File: src/sv/tklc_pkg.sv
// Shared types and constants for the tile key LRU cache.
package tklc_pkg;

  localparam int unsigned LAT_W = 8;
  localparam int unsigned LON_W = 9;
  localparam int unsigned KEY_W = LAT_W + LON_W;

  // Smallest capacity the register accepts.
  localparam logic [5:0] MIN_CAPACITY = 6'd25;

  // Tile key, latitude edge in the low bits.
  typedef struct packed {
    logic signed [LON_W-1:0] lon;
    logic signed [LAT_W-1:0] lat;
  } key_t;

  typedef enum logic [2:0] {
    ST_IDLE,
    ST_SEARCH,
    ST_PLACE,
    ST_UPDATE,
    ST_DONE
  } state_e;

endpackage

File: src/sv/tile_key_lru_cache.sv
// Tile key LRU cache top level: sequencer, entry scan and result register.
//
// Fully associative LRU directory of tile keys. Requests arrive on the s_axis
// channel: tuser is the operation (0 lookup and touch, 1 insert after load),
// tdata carries the latitude and longitude edges. Each request produces one
// result transaction on m_axis: present, slot, evicted key and occupancy.
// A single store read port walks the entries one per cycle: a search pass
// finds the key, the oldest entry and the first free slot, then an update
// pass rewrites ages (and the new key) read-modify-write.
// The update pass is skipped on a lookup miss. s_axis_tready returns the
// cycle after the result is loaded, so one request is in flight.
// The result sits in an output register; if m_axis stalls, the next request
// is still taken and its scan runs, holding only at the final load.
// Reset, and any write to the capacity register, empties the directory at
// once (valid bits in flops); capacity resets to 25 and is clamped to
// 25..MAX_ENTRIES on write. Write capacity only while no request is open.
module tile_key_lru_cache
  import tklc_pkg::*;
#(
  parameter int unsigned MAX_ENTRIES = 32
) (
  input  logic        clk_i,
  input  logic        rst_ni,
  input  logic        cfg_we_i,
  input  logic [5:0]  cfg_wdata_i,       // capacity
  input  logic        s_axis_tvalid_i,
  output logic        s_axis_tready_o,
  input  logic [23:0] s_axis_tdata_i,    // lat_key[7:0], lon_key[16:8], zero pad
  input  logic        s_axis_tuser_i,    // operation
  output logic        m_axis_tvalid_o,
  input  logic        m_axis_tready_i,
  // present[0], slot[5:1], evicted_valid[6], evicted_lat[14:7],
  // evicted_lon[23:15], occupancy[29:24], zero pad
  output logic [31:0] m_axis_tdata_o
);

  localparam int unsigned IW = $clog2(MAX_ENTRIES);
  localparam int unsigned AW = $clog2(MAX_ENTRIES);
  localparam int unsigned CW = $clog2(MAX_ENTRIES + 1);
  localparam logic [IW:0]   N_CNT    = (IW+1)'(MAX_ENTRIES);
  localparam logic [IW-1:0] LAST_IDX = IW'(MAX_ENTRIES - 1);
  localparam logic [5:0]    MAX_CAP  = (MAX_ENTRIES > 63) ? 6'd63 : 6'(MAX_ENTRIES);

  state_e state_q, state_d;

  logic [CW-1:0]          cap_q;
  logic [CW-1:0]          count_q;
  logic [MAX_ENTRIES-1:0] valid_q;

  logic [IW:0]   cnt_q;
  logic          pipe_vld_q;
  logic [IW-1:0] pipe_idx_q;

  logic  op_q;
  key_t  key_q;

  logic          hit_q;
  logic [IW-1:0] hit_idx_q;
  logic [AW-1:0] hit_age_q;
  logic          vic_found_q;
  logic [IW-1:0] vic_idx_q;
  logic [AW-1:0] vic_age_q;
  key_t          vic_key_q;
  logic          free_found_q;
  logic [IW-1:0] free_idx_q;

  logic          place_q;
  logic          evict_q;
  logic [IW-1:0] new_slot_q;

  logic        m_tvalid_q;
  logic [31:0] m_tdata_q;

  key_t          rd_key;
  logic [AW-1:0] rd_age;

  logic          issue_rd;
  logic          scan_last;
  logic          out_load;
  logic          cur_valid;
  logic          wr_en;
  key_t          wr_key;
  logic [AW-1:0] wr_age;
  logic          evict_c;
  logic          place_c;
  logic [IW-1:0] new_slot_c;
  logic [5:0]    cap_sat;
  logic [4:0]    out_slot;
  key_t          out_ev_key;

  tklc_store #(
    .DEPTH (MAX_ENTRIES),
    .AW    (AW)
  ) u_store (
    .clk_i     (clk_i),
    .rd_en_i   (issue_rd),
    .rd_addr_i (cnt_q[IW-1:0]),
    .rd_key_o  (rd_key),
    .rd_age_o  (rd_age),
    .wr_en_i   (wr_en),
    .wr_addr_i (pipe_idx_q),
    .wr_key_i  (wr_key),
    .wr_age_i  (wr_age)
  );

  assign scan_last = pipe_vld_q && (pipe_idx_q == LAST_IDX);
  assign cur_valid = valid_q[pipe_idx_q];

  // Placement decision from the finished search pass.
  always_comb begin
    evict_c = !hit_q && op_q && (count_q >= cap_q) && vic_found_q;
    place_c = !hit_q && op_q && (evict_c || free_found_q);
    if (evict_c && !(free_found_q && (free_idx_q < vic_idx_q))) begin
      new_slot_c = vic_idx_q;
    end else begin
      new_slot_c = free_idx_q;
    end
  end

  // Next state.
  always_comb begin
    state_d = state_q;
    case (state_q)
      ST_IDLE: begin
        if (s_axis_tvalid_i) state_d = ST_SEARCH;
      end
      ST_SEARCH: begin
        if (scan_last) state_d = ST_PLACE;
      end
      ST_PLACE: begin
        if (hit_q || place_c) state_d = ST_UPDATE;
        else                  state_d = ST_DONE;
      end
      ST_UPDATE: begin
        if (scan_last) state_d = ST_DONE;
      end
      ST_DONE: begin
        if (out_load) state_d = ST_IDLE;
      end
      default: state_d = ST_IDLE;
    endcase
  end

  // Sequencer outputs.
  always_comb begin
    s_axis_tready_o = 1'b0;
    issue_rd        = 1'b0;
    out_load        = 1'b0;
    case (state_q)
      ST_IDLE:   s_axis_tready_o = 1'b1;
      ST_SEARCH: issue_rd = (cnt_q < N_CNT);
      ST_UPDATE: issue_rd = (cnt_q < N_CNT);
      ST_DONE:   out_load = !m_tvalid_q || m_axis_tready_i;
      default:   s_axis_tready_o = 1'b0;
    endcase
  end

  // Age rewrite for the entry coming out of the store.
  always_comb begin
    wr_en  = 1'b0;
    wr_key = rd_key;
    wr_age = rd_age + 1'b1;
    if ((state_q == ST_UPDATE) && pipe_vld_q) begin
      if (hit_q) begin
        if (pipe_idx_q == hit_idx_q) begin
          wr_en  = 1'b1;
          wr_age = '0;
        end else if (cur_valid && (rd_age < hit_age_q)) begin
          wr_en = 1'b1;
        end
      end else if (place_q) begin
        if (pipe_idx_q == new_slot_q) begin
          wr_en  = 1'b1;
          wr_key = key_q;
          wr_age = '0;
        end else if (cur_valid && !(evict_q && (pipe_idx_q == vic_idx_q))) begin
          wr_en = 1'b1;
        end
      end
    end
  end

  always_comb begin
    cap_sat = cfg_wdata_i;
    if (cap_sat < MIN_CAPACITY) cap_sat = MIN_CAPACITY;
    if (cap_sat > MAX_CAP)      cap_sat = MAX_CAP;
  end

  always_comb begin
    if (hit_q)        out_slot = 5'(hit_idx_q);
    else if (place_q) out_slot = 5'(new_slot_q);
    else              out_slot = '0;
    out_ev_key = evict_q ? vic_key_q : '0;
  end

  always_ff @(posedge clk_i or negedge rst_ni) begin
    if (!rst_ni) begin
      state_q <= ST_IDLE;
    end else begin
      state_q <= state_d;
    end
  end

  always_ff @(posedge clk_i or negedge rst_ni) begin
    if (!rst_ni) begin
      cap_q        <= CW'(MIN_CAPACITY);
      count_q      <= '0;
      valid_q      <= '0;
      cnt_q        <= '0;
      pipe_vld_q   <= 1'b0;
      hit_q        <= 1'b0;
      vic_found_q  <= 1'b0;
      free_found_q <= 1'b0;
      place_q      <= 1'b0;
      evict_q      <= 1'b0;
    end else begin
      pipe_vld_q <= issue_rd;
      if (issue_rd) cnt_q <= cnt_q + 1'b1;

      if (cfg_we_i) begin
        cap_q   <= CW'(cap_sat);
        count_q <= '0;
        valid_q <= '0;
      end

      case (state_q)
        ST_IDLE: begin
          if (s_axis_tvalid_i) begin
            cnt_q        <= '0;
            hit_q        <= 1'b0;
            vic_found_q  <= 1'b0;
            free_found_q <= 1'b0;
          end
        end
        ST_SEARCH: begin
          if (pipe_vld_q) begin
            if (cur_valid && (rd_key == key_q) && !hit_q) hit_q <= 1'b1;
            if (cur_valid && (!vic_found_q || (rd_age > vic_age_q))) vic_found_q <= 1'b1;
            if (!cur_valid && !free_found_q) free_found_q <= 1'b1;
          end
        end
        ST_PLACE: begin
          cnt_q   <= '0;
          place_q <= place_c;
          evict_q <= evict_c;
        end
        ST_UPDATE: begin
          if (scan_last && place_q) begin
            if (evict_q) valid_q[vic_idx_q] <= 1'b0;
            valid_q[new_slot_q] <= 1'b1;
            if (!evict_q) count_q <= count_q + 1'b1;
          end
        end
        default: begin
        end
      endcase
    end
  end

  // Request and tracker payload.
  always_ff @(posedge clk_i) begin
    if (state_q == ST_IDLE && s_axis_tvalid_i) begin
      op_q  <= s_axis_tuser_i;
      key_q <= key_t'(s_axis_tdata_i[KEY_W-1:0]);
    end
    if (state_q == ST_SEARCH && pipe_vld_q) begin
      if (cur_valid && (rd_key == key_q) && !hit_q) begin
        hit_idx_q <= pipe_idx_q;
        hit_age_q <= rd_age;
      end
      if (cur_valid && (!vic_found_q || (rd_age > vic_age_q))) begin
        vic_idx_q <= pipe_idx_q;
        vic_age_q <= rd_age;
        vic_key_q <= rd_key;
      end
      if (!cur_valid && !free_found_q) free_idx_q <= pipe_idx_q;
    end
    if (issue_rd) pipe_idx_q <= cnt_q[IW-1:0];
    if (state_q == ST_PLACE) new_slot_q <= new_slot_c;
    if (out_load) begin
      m_tdata_q <= {2'b00, 6'(count_q), out_ev_key.lon, out_ev_key.lat, evict_q,
                    out_slot, hit_q | place_q};
    end
  end

  always_ff @(posedge clk_i or negedge rst_ni) begin
    if (!rst_ni) begin
      m_tvalid_q <= 1'b0;
    end else if (out_load) begin
      m_tvalid_q <= 1'b1;
    end else if (m_axis_tready_i) begin
      m_tvalid_q <= 1'b0;
    end
  end

  assign m_axis_tvalid_o = m_tvalid_q;
  assign m_axis_tdata_o  = m_tdata_q;

endmodule

File: src/sv/tklc_store.sv
// Entry store: key and age memory, one write and one registered read per cycle.
module tklc_store
  import tklc_pkg::*;
#(
  parameter int unsigned DEPTH = 32,
  parameter int unsigned AW    = 5
) (
  input  logic                     clk_i,
  input  logic                     rd_en_i,
  input  logic [$clog2(DEPTH)-1:0] rd_addr_i,
  output key_t                     rd_key_o,
  output logic [AW-1:0]            rd_age_o,
  input  logic                     wr_en_i,
  input  logic [$clog2(DEPTH)-1:0] wr_addr_i,
  input  key_t                     wr_key_i,
  input  logic [AW-1:0]            wr_age_i
);

  key_t          key_mem [DEPTH];
  logic [AW-1:0] age_mem [DEPTH];

  always_ff @(posedge clk_i) begin
    if (wr_en_i) begin
      key_mem[wr_addr_i] <= wr_key_i;
      age_mem[wr_addr_i] <= wr_age_i;
    end
  end

  always_ff @(posedge clk_i) begin
    if (rd_en_i) begin
      rd_key_o <= key_mem[rd_addr_i];
      rd_age_o <= age_mem[rd_addr_i];
    end
  end

endmodule

File: config.mk
export PLATFORM = sky130hd
export DESIGN_NAME = tile_key_lru_cache
export DESIGN_NICKNAME = d
export VERILOG_FILES = /design/src/sv/tklc_pkg.sv /design/src/sv/tile_key_lru_cache.sv /design/src/sv/tklc_store.sv
export SDC_FILE = /design/constraint.sdc
export NUM_CORES = 1
export LEC_CHECK = 0
export BUFFER_PORTS_ARGS = -buffer_cell sky130_fd_sc_hd__buf_2
export CORE_MARGIN = 5
export CORE_UTILIZATION = 50
export DETAILED_ROUTE_END_ITERATION = 8
export HOLD_SLACK_MARGIN = 0.06
export PLACE_DENSITY = 0.62
export SYNTH_ARGS = -nofsm -noshare
export SYNTH_HDL_FRONTEND = slang
export SYNTH_HIERARCHICAL = 1
export SYNTH_SLANG_ARGS = --single-unit
File: constraint.sdc
create_clock -name clk_i -period 6.3 [get_ports clk_i]
set_input_delay 0.945 -clock clk_i [delete_from_list [all_inputs] [get_ports clk_i]]
set_output_delay 0.945 -clock clk_i [all_outputs]
set_load 0.05 [all_outputs]
==> results of run 1 <==
## where the power goes
part	switching, uW	total, uW	leakage (uW)	internal (uW)
clock	2180	5210	0.00143	3030
combinational	3370	4960	0.00442	1590
sequential	423	8070	0.00823	7650
total	5970	18200	0.0141	12300
## cells by family (layout without fill, tap and decap cells)
group	count (synthesis)	in the layout	share of synthesized area
other	1	2	0.0001049
adders and majority gates	22	22	0.007701
xor gates and xnor gates	39	39	0.009557
and+or+nand+nor	346	346	0.04897
muxes	387	387	0.1133
buffers and inverters	142	311	0.02349
DFF	886	886	0.7361
AOI/OAI and AO/OA	320	320	0.06077
## cell usage in the layout (no fill, tap or decap), types with 6 or more instances in the layout
cell type	Yosys	final
edfxtp_1	826	826
mux2i_1	357	357
clkbuf_16	0	96
a22oi_1	89	89
nand2_1	87	87
nand3_1	64	64
buf_2	25	60
dfrtp_1	57	56
a21oi_1	54	54
buf_4	24	52
a22o_1	47	47
nor2_2	0	36
o21ai_0	36	36
o211ai_1	31	31
nand4_1	29	29
nor3_1	29	28
inv_1	27	27
xor2_1	25	25
a31oi_1	24	24
clkinv_1	0	24
nor2_1	59	22
ha_1	22	22
and2_1	21	20
o21ai_1	17	17
clkinv_2	0	17
xnor2_1	14	14
clkbuf_1	42	14
mux2_2	13	13
mux2_4	9	9
nand2b_1	9	9
nand3b_1	7	7
or2_2	6	6
bufinv_16	0	6
## stage by stage
stage / area [um^2] / utilization / hold slack [ns]
floorplan: 35750 / - / 0.4608
global placement: 37080 / 0.5205 / 0.4800
detailed placement: 37080 / 0.5205 / 0.4776
CTS: 40000 / 0.5614 / 0.4496
global route: 40000 / 0.5614 / 0.4600
finish: 40000 / 0.5614 / 0.4824
## Yosys cell counts (all sizes together) (31+ instances only)
cell type,instances,area [um^2]
edfxtp,826,24800
mux2i,357,3573
a22oi,89,668.1
nand2,87,326.6
buf,72,576.8
nand3,65,330.3
nor2,59,221.5
dfrtp,57,1426
a21oi,54,270.3
o21ai,53,265.3
a22o,47,411.6
clkbuf,42,157.7
o211ai,31,232.7
## critical path: stages (launching register included)
cell	delay, ns
edfxtp_1	1.02
xor2_1	0.17
or4_4	0.74
nand2_1	0.37
a21o_1	0.21
nand3b_1	0.56
nor2_2	0.55
buf_4	0.36
## path summary, 6_finish.rpt
path	cells after the start	from	end
setup / recovery	7	pipe_idx_q[2]	u_store/key_mem[13][13]
hold / removal	2	rst_ni	cap_q[2]
setup reg to reg	7	pipe_idx_q[2]	u_store/key_mem[13][13]
hold reg to reg	2	cap_q[0]	cap_q[0]
max in group asynchronous	2	rst_ni	cnt_q[0]
min in group clk_i	2	cap_q[0]	cap_q[0]
## flip-flops by register name (all words and copies together) (netlist names), 6 cells and up
signal,cells
cnt_q,6
m_axis_tdata_o,30
key_q,17
vic_key_q,17
count_q,6
cap_q,6
u_store/age_mem,160
u_store/key_mem,544
u_store/rd_key_o,17
valid_q,32
## metal layers
metal  wire length, um  vias up  global-route usage
met1             34320     9946              0.2871
met2             36490      625              0.3141
met4              1603        0             0.04867
met3              5060      113             0.03493
li1                  -     8596                   -
met5                 0        -                   0
## cell type report
class                   instances  share of cell area
flip-flops and latches        886              0.6579
inverters                      28            0.002628
well taps                     950             0.02972
clock inverters                57             0.01114
clock buffers                 111             0.06172
multi-input cells            1116              0.2181
repair buffers                115             0.01877
==> impl_metrics.csv, run 1 <==
group,metric,value,unit
global_routing,grt_start_max_net_pins,103,
clocking,ctsHtreeMaxLevel,3,
sta,fin_tns_setup,0,ns
clocking,cts-hold-fix-buffers,0,
clocking,cts_buffers,93,
routing,drc,0,
sta,rsz0062_at_grt,"no",
global_routing,antenna_found_initial,0,
die,die_w,277.4,um
routing,vias,19280,
power_and_ir_drop,total_power,18240,uW
routing,detail_route.wl_per_cell,23.74,um
sta,clock_skew,0.02110,ns
run_status,status,"finished, final reports clean",
sta,fin_crit_sh,0.6843,
placement,port_buffers,60,
final_layout,multiInputGateArea,8725,um^2
logic_synthesis,ys_seq_area_frac,0.7361,
logic_synthesis,synth-seq-cells,886,
critical_path,critPathKind,"reg2reg",
clocking,clock_sinks,886,
routing,drtIter0Drc,1722,
logic_synthesis,yosysWarnings,6,
placement,hpwl,46070,um
logic_synthesis,synthArstFlopShare,0.06772,
power_and_ir_drop,power.density,456.2,nW/um^2
critical_path,cp.required,6.60,ns
global_routing,grt_pass1_vias,19020,
clocking,cts_root_buf,"clkbuf_16",
critical_path,path_max_fanout,23,
die,rows,98,
logic_synthesis,synth_flop_cell,"edfxtp_1",
die,dieArea,76930,um^2
sta,drv_slew,0,
logic_synthesis,avgSynthCellArea,16.68,um^2
placement,gp_congestion,0.8189,
sta,setup_viol,0,
global_routing,grt_util_all_layers,0.1972,
global_routing,grt_pass1_wl,117400,um
logic_synthesis,netlist_instances,2143,
final_layout,fill_cells,5502,
logic_synthesis,synth_area,35740,um^2
flow_run,max-cap-violations,0,
routing,dr.pass1.iters,5,
logic_synthesis,synth_edf_count,826,
critical_path,worst_setup_path_start_kind,"register",
critical_path,r2r_setup_slack,1.99,ns
routing,wl,77470,um
final_layout,syn2layout_area_growth,11.90,%
clocking,ctsResizeCount,0,
global_routing,grt-ovfl-total,0,
sta,layout_min_cycle_time,4.311,ns
critical_path,end_kind,"register",
sta,max_clock_freq,232.0,MHz
worst_hold_path,hold_path_class,"in2async",
sta,slew_headroom,0.2380,
final_layout,n_antenna_cell,0,
routing,viasPerCell,5.909,
final_layout,final_cells,3263,
clocking,cts_buffer_depth,3,
routing,ant_nets,0,
final_layout,drive_gt1_frac,0.1461,
die,fp.dieH,277.4,um
logic_synthesis,yosysUniqueCellTypes,62,
sta,max_slew.worst_pin.slew,1.143,ns
power_and_ir_drop,peakVddDrop,0.3889,mV
clocking,cts_tree,"built",
sta,final_hold_viol_count,0,
clocking,path_clk_slew,0.06,ns
clocking,clock_latency,0.63,ns
die,ioPinCount,70,
die,core,71240,um^2
final_layout,final_nets,2298,
placement,pre_cts_slack,1.980,ns
power_and_ir_drop,leakagePower,0.01407,uW
clocking,post_cts_buffers,0,
sta,layout_setup_ws,1.989,ns
die,start_util,0.5017,
critical_path,cp_data_arrival_time,4.62,ns
placement,placed_cells,3095,
final_layout,seqCellArea,26310,um^2
(Power assumes the default switching activity.)
==> run 2, diff against run 1 <==
- clock period: 6.3 -> 4.5 ns (I/O delays scaled with it)
==> impl_metrics.csv, run 2 (synthesized netlist as in run 1, its figures left out) <==
group,metric,value,unit
run_status,status,"finished, final reports clean",
routing,detail_route.wl_per_cell,23.88,um
routing,ant_nets,0,
global_routing,grt_start_max_net_pins,102,
die,fp.dieH,277.4,um
worst_hold_path,hold_path_class,"in2async",
routing,dr.pass1.iters,5,
sta,clock_skew,0.02300,ns
flow_run,max-cap-violations,0,
sta,layout_setup_ws,0.6872,ns
die,rows,98,
placement,port_buffers,60,
power_and_ir_drop,leakagePower,0.01415,uW
critical_path,path_buf_inv,1,
critical_path,cp.required,4.84,ns
critical_path,worst_setup_path_start_kind,"register",
global_routing,grt_util_all_layers,0.1987,
final_layout,fill_cells,5478,
final_layout,reg.largest.list,"u_store/key_mem: 544 flops, u_store/age_mem: 160 flops, valid_q: 32 flops",
global_routing,antenna_found_initial,0,
critical_path,cp_slowest_cell,"edfxtp_1",
sta,fin_tns_setup,0,ns
sta,fin_crit_sh,0.8473,
clocking,cts_buffer_depth,3,
placement,pre_cts_slack,0.7414,ns
final_layout,seqCellArea,26310,um^2
clocking,clock_latency,0.64,ns
power_and_ir_drop,power.density,636.4,nW/um^2
critical_path,ff2ff_path_depth,9,
final_layout,largest-register,"u_store/key_mem",
clocking,cts_root_buf,"clkbuf_16",
critical_path,r2r_end,"u_store/key_mem[8][11]",
clocking,path_clk_slew,0.06,ns
die,start_util,0.5017,
routing,vias,19075,
clocking,cts_tree,"built",
routing,viasPerCell,5.823,
die,ioPinCount,70,
critical_path,max_stage_delay,0.82,ns
placement,hpwl,47590,um
critical_path,path_max_fanout,16,
clocking,cts_buffers,92,
global_routing,grt-ovfl-total,0,
final_layout,utilization,0.5639,
sta,final_hold_viol_count,0,
routing,drtIter0Drc,1709,
power_and_ir_drop,total_power,25570,uW
clocking,ctsHtreeMaxLevel,3,
routing,wl,78240,um
final_layout,n_antenna_cell,0,
sta,max_slew.worst_pin.slew,1.110,ns
placement,gp_congestion,0.8600,
final_layout,syn2layout_area_growth,12.41,%
final_layout,drive_gt1_frac,0.1483,
critical_path,critPathTopFamily,"simple AND/OR/NAND/NOR gates",
sta,max_clock_freq,262.3,MHz
routing,drc,0,
final_layout,largest_reg_flops,544,
sta,layout_min_cycle_time,3.813,ns
critical_path,r2r_start,"pipe_idx_q[2]",
sta,drv_slew,0,
die,die_w,277.4,um
critical_path,r2r_setup_slack,0.69,ns
die,dieArea,76930,um^2
power_and_ir_drop,peakVddDrop,0.4595,mV
clocking,clock_sinks,886,
sta,rsz0062_at_grt,"no",
final_layout,layout_commonest_cell,"edfxtp_1",
clocking,cts-hold-fix-buffers,0,
final_layout,layout_common_cells,"edfxtp_1 (826), mux2i_1 (357), clkbuf_16 (92)",
clocking,ctsResizeCount,0,
global_routing,grt_pass1_vias,19110,
critical_path,critPathKind,"reg2reg",
sta,slew_headroom,0.2580,
global_routing,grt_pass1_wl,117600,um
clocking,post_cts_buffers,0,
final_layout,multiInputGateArea,8725,um^2
critical_path,end_kind,"register",
die,core,71240,um^2
sta,setup_viol,0,
critical_path,cp_data_arrival_time,4.15,ns
critical_path,path_cells,"mux4_2 > mux2i_1 > a22oi_1 > nand3_1 > nor2_1 > a21o_1 > or3b_2 > nor2_2 > buf_12",
final_layout,final_nets,2313,
==> run 2: changes by cell type in the layout (fill, tap and decap cells not counted), sizes merged <==
cell,before,now
bufinv,6,5
clkinv,43,36
buf,115,131
clkbuf,111,119
clkinvlp,4,0
inv,32,33
==> run 2: final cells by class <==
type / count / share of cell area
tap: 950 / 0.02959
clock inverter: 46 / 0.01028
inverter: 28 / 0.002616
sequential: 886 / 0.6549
clock buffer: 119 / 0.06032
timing repair buffer: 131 / 0.02510
multi-input combinational: 1116 / 0.2172
==> run 2: worst max-delay path by stage <==
stage	end	from	cells past startpoint
6_report	u_store/key_mem[8][11]	pipe_idx_q[2]	9
5_1_grt	u_store/key_mem[14][0]	pipe_idx_q[2]	9
4_1_cts	u_store/key_mem[20][11]	pipe_idx_q[2]	9
3_5_place_dp	u_store/key_mem[8][12]	pipe_idx_q[2]	9
3_3_place_gp	u_store/key_mem[20][1]	pipe_idx_q[2]	9
2_1_floorplan	u_store/age_mem[20][0]	pipe_idx_q[3]	11
==> run 2: report_power, final <==
group	total, uW	switching (uW)	internal [uW]
sequential	11100	422	10700
combinational	7310	4990	2320
clock	7130	3030	4100
==> run 2: through the flow <==
stage | hold slack [ns] | cells | cell area, um^2
4_1_cts | 0.1684 | 3276 | 40180
3_3_place_gp | 0.4824 | 3111 | 37340
6_report | 0.2000 | 3276 | 40180
3_5_place_dp | 0.4879 | 3111 | 37340
2_1_floorplan | 0.3794 | 2144 | 35750
5_1_grt | 0.1793 | 3276 | 40180
==> run 2: routing by layer <==
| metal | up-vias | global-route usage | wire length, um |
|---|---|---|---|
| met5 | - | 0 | 0 |
| met4 | 0 | 0.04154 | 1400 |
| met2 | 552 | 0.3176 | 36560 |
| li1 | 8627 | - | - |
| met1 | 9787 | 0.2889 | 35230 |
| met3 | 109 | 0.03888 | 5044 |
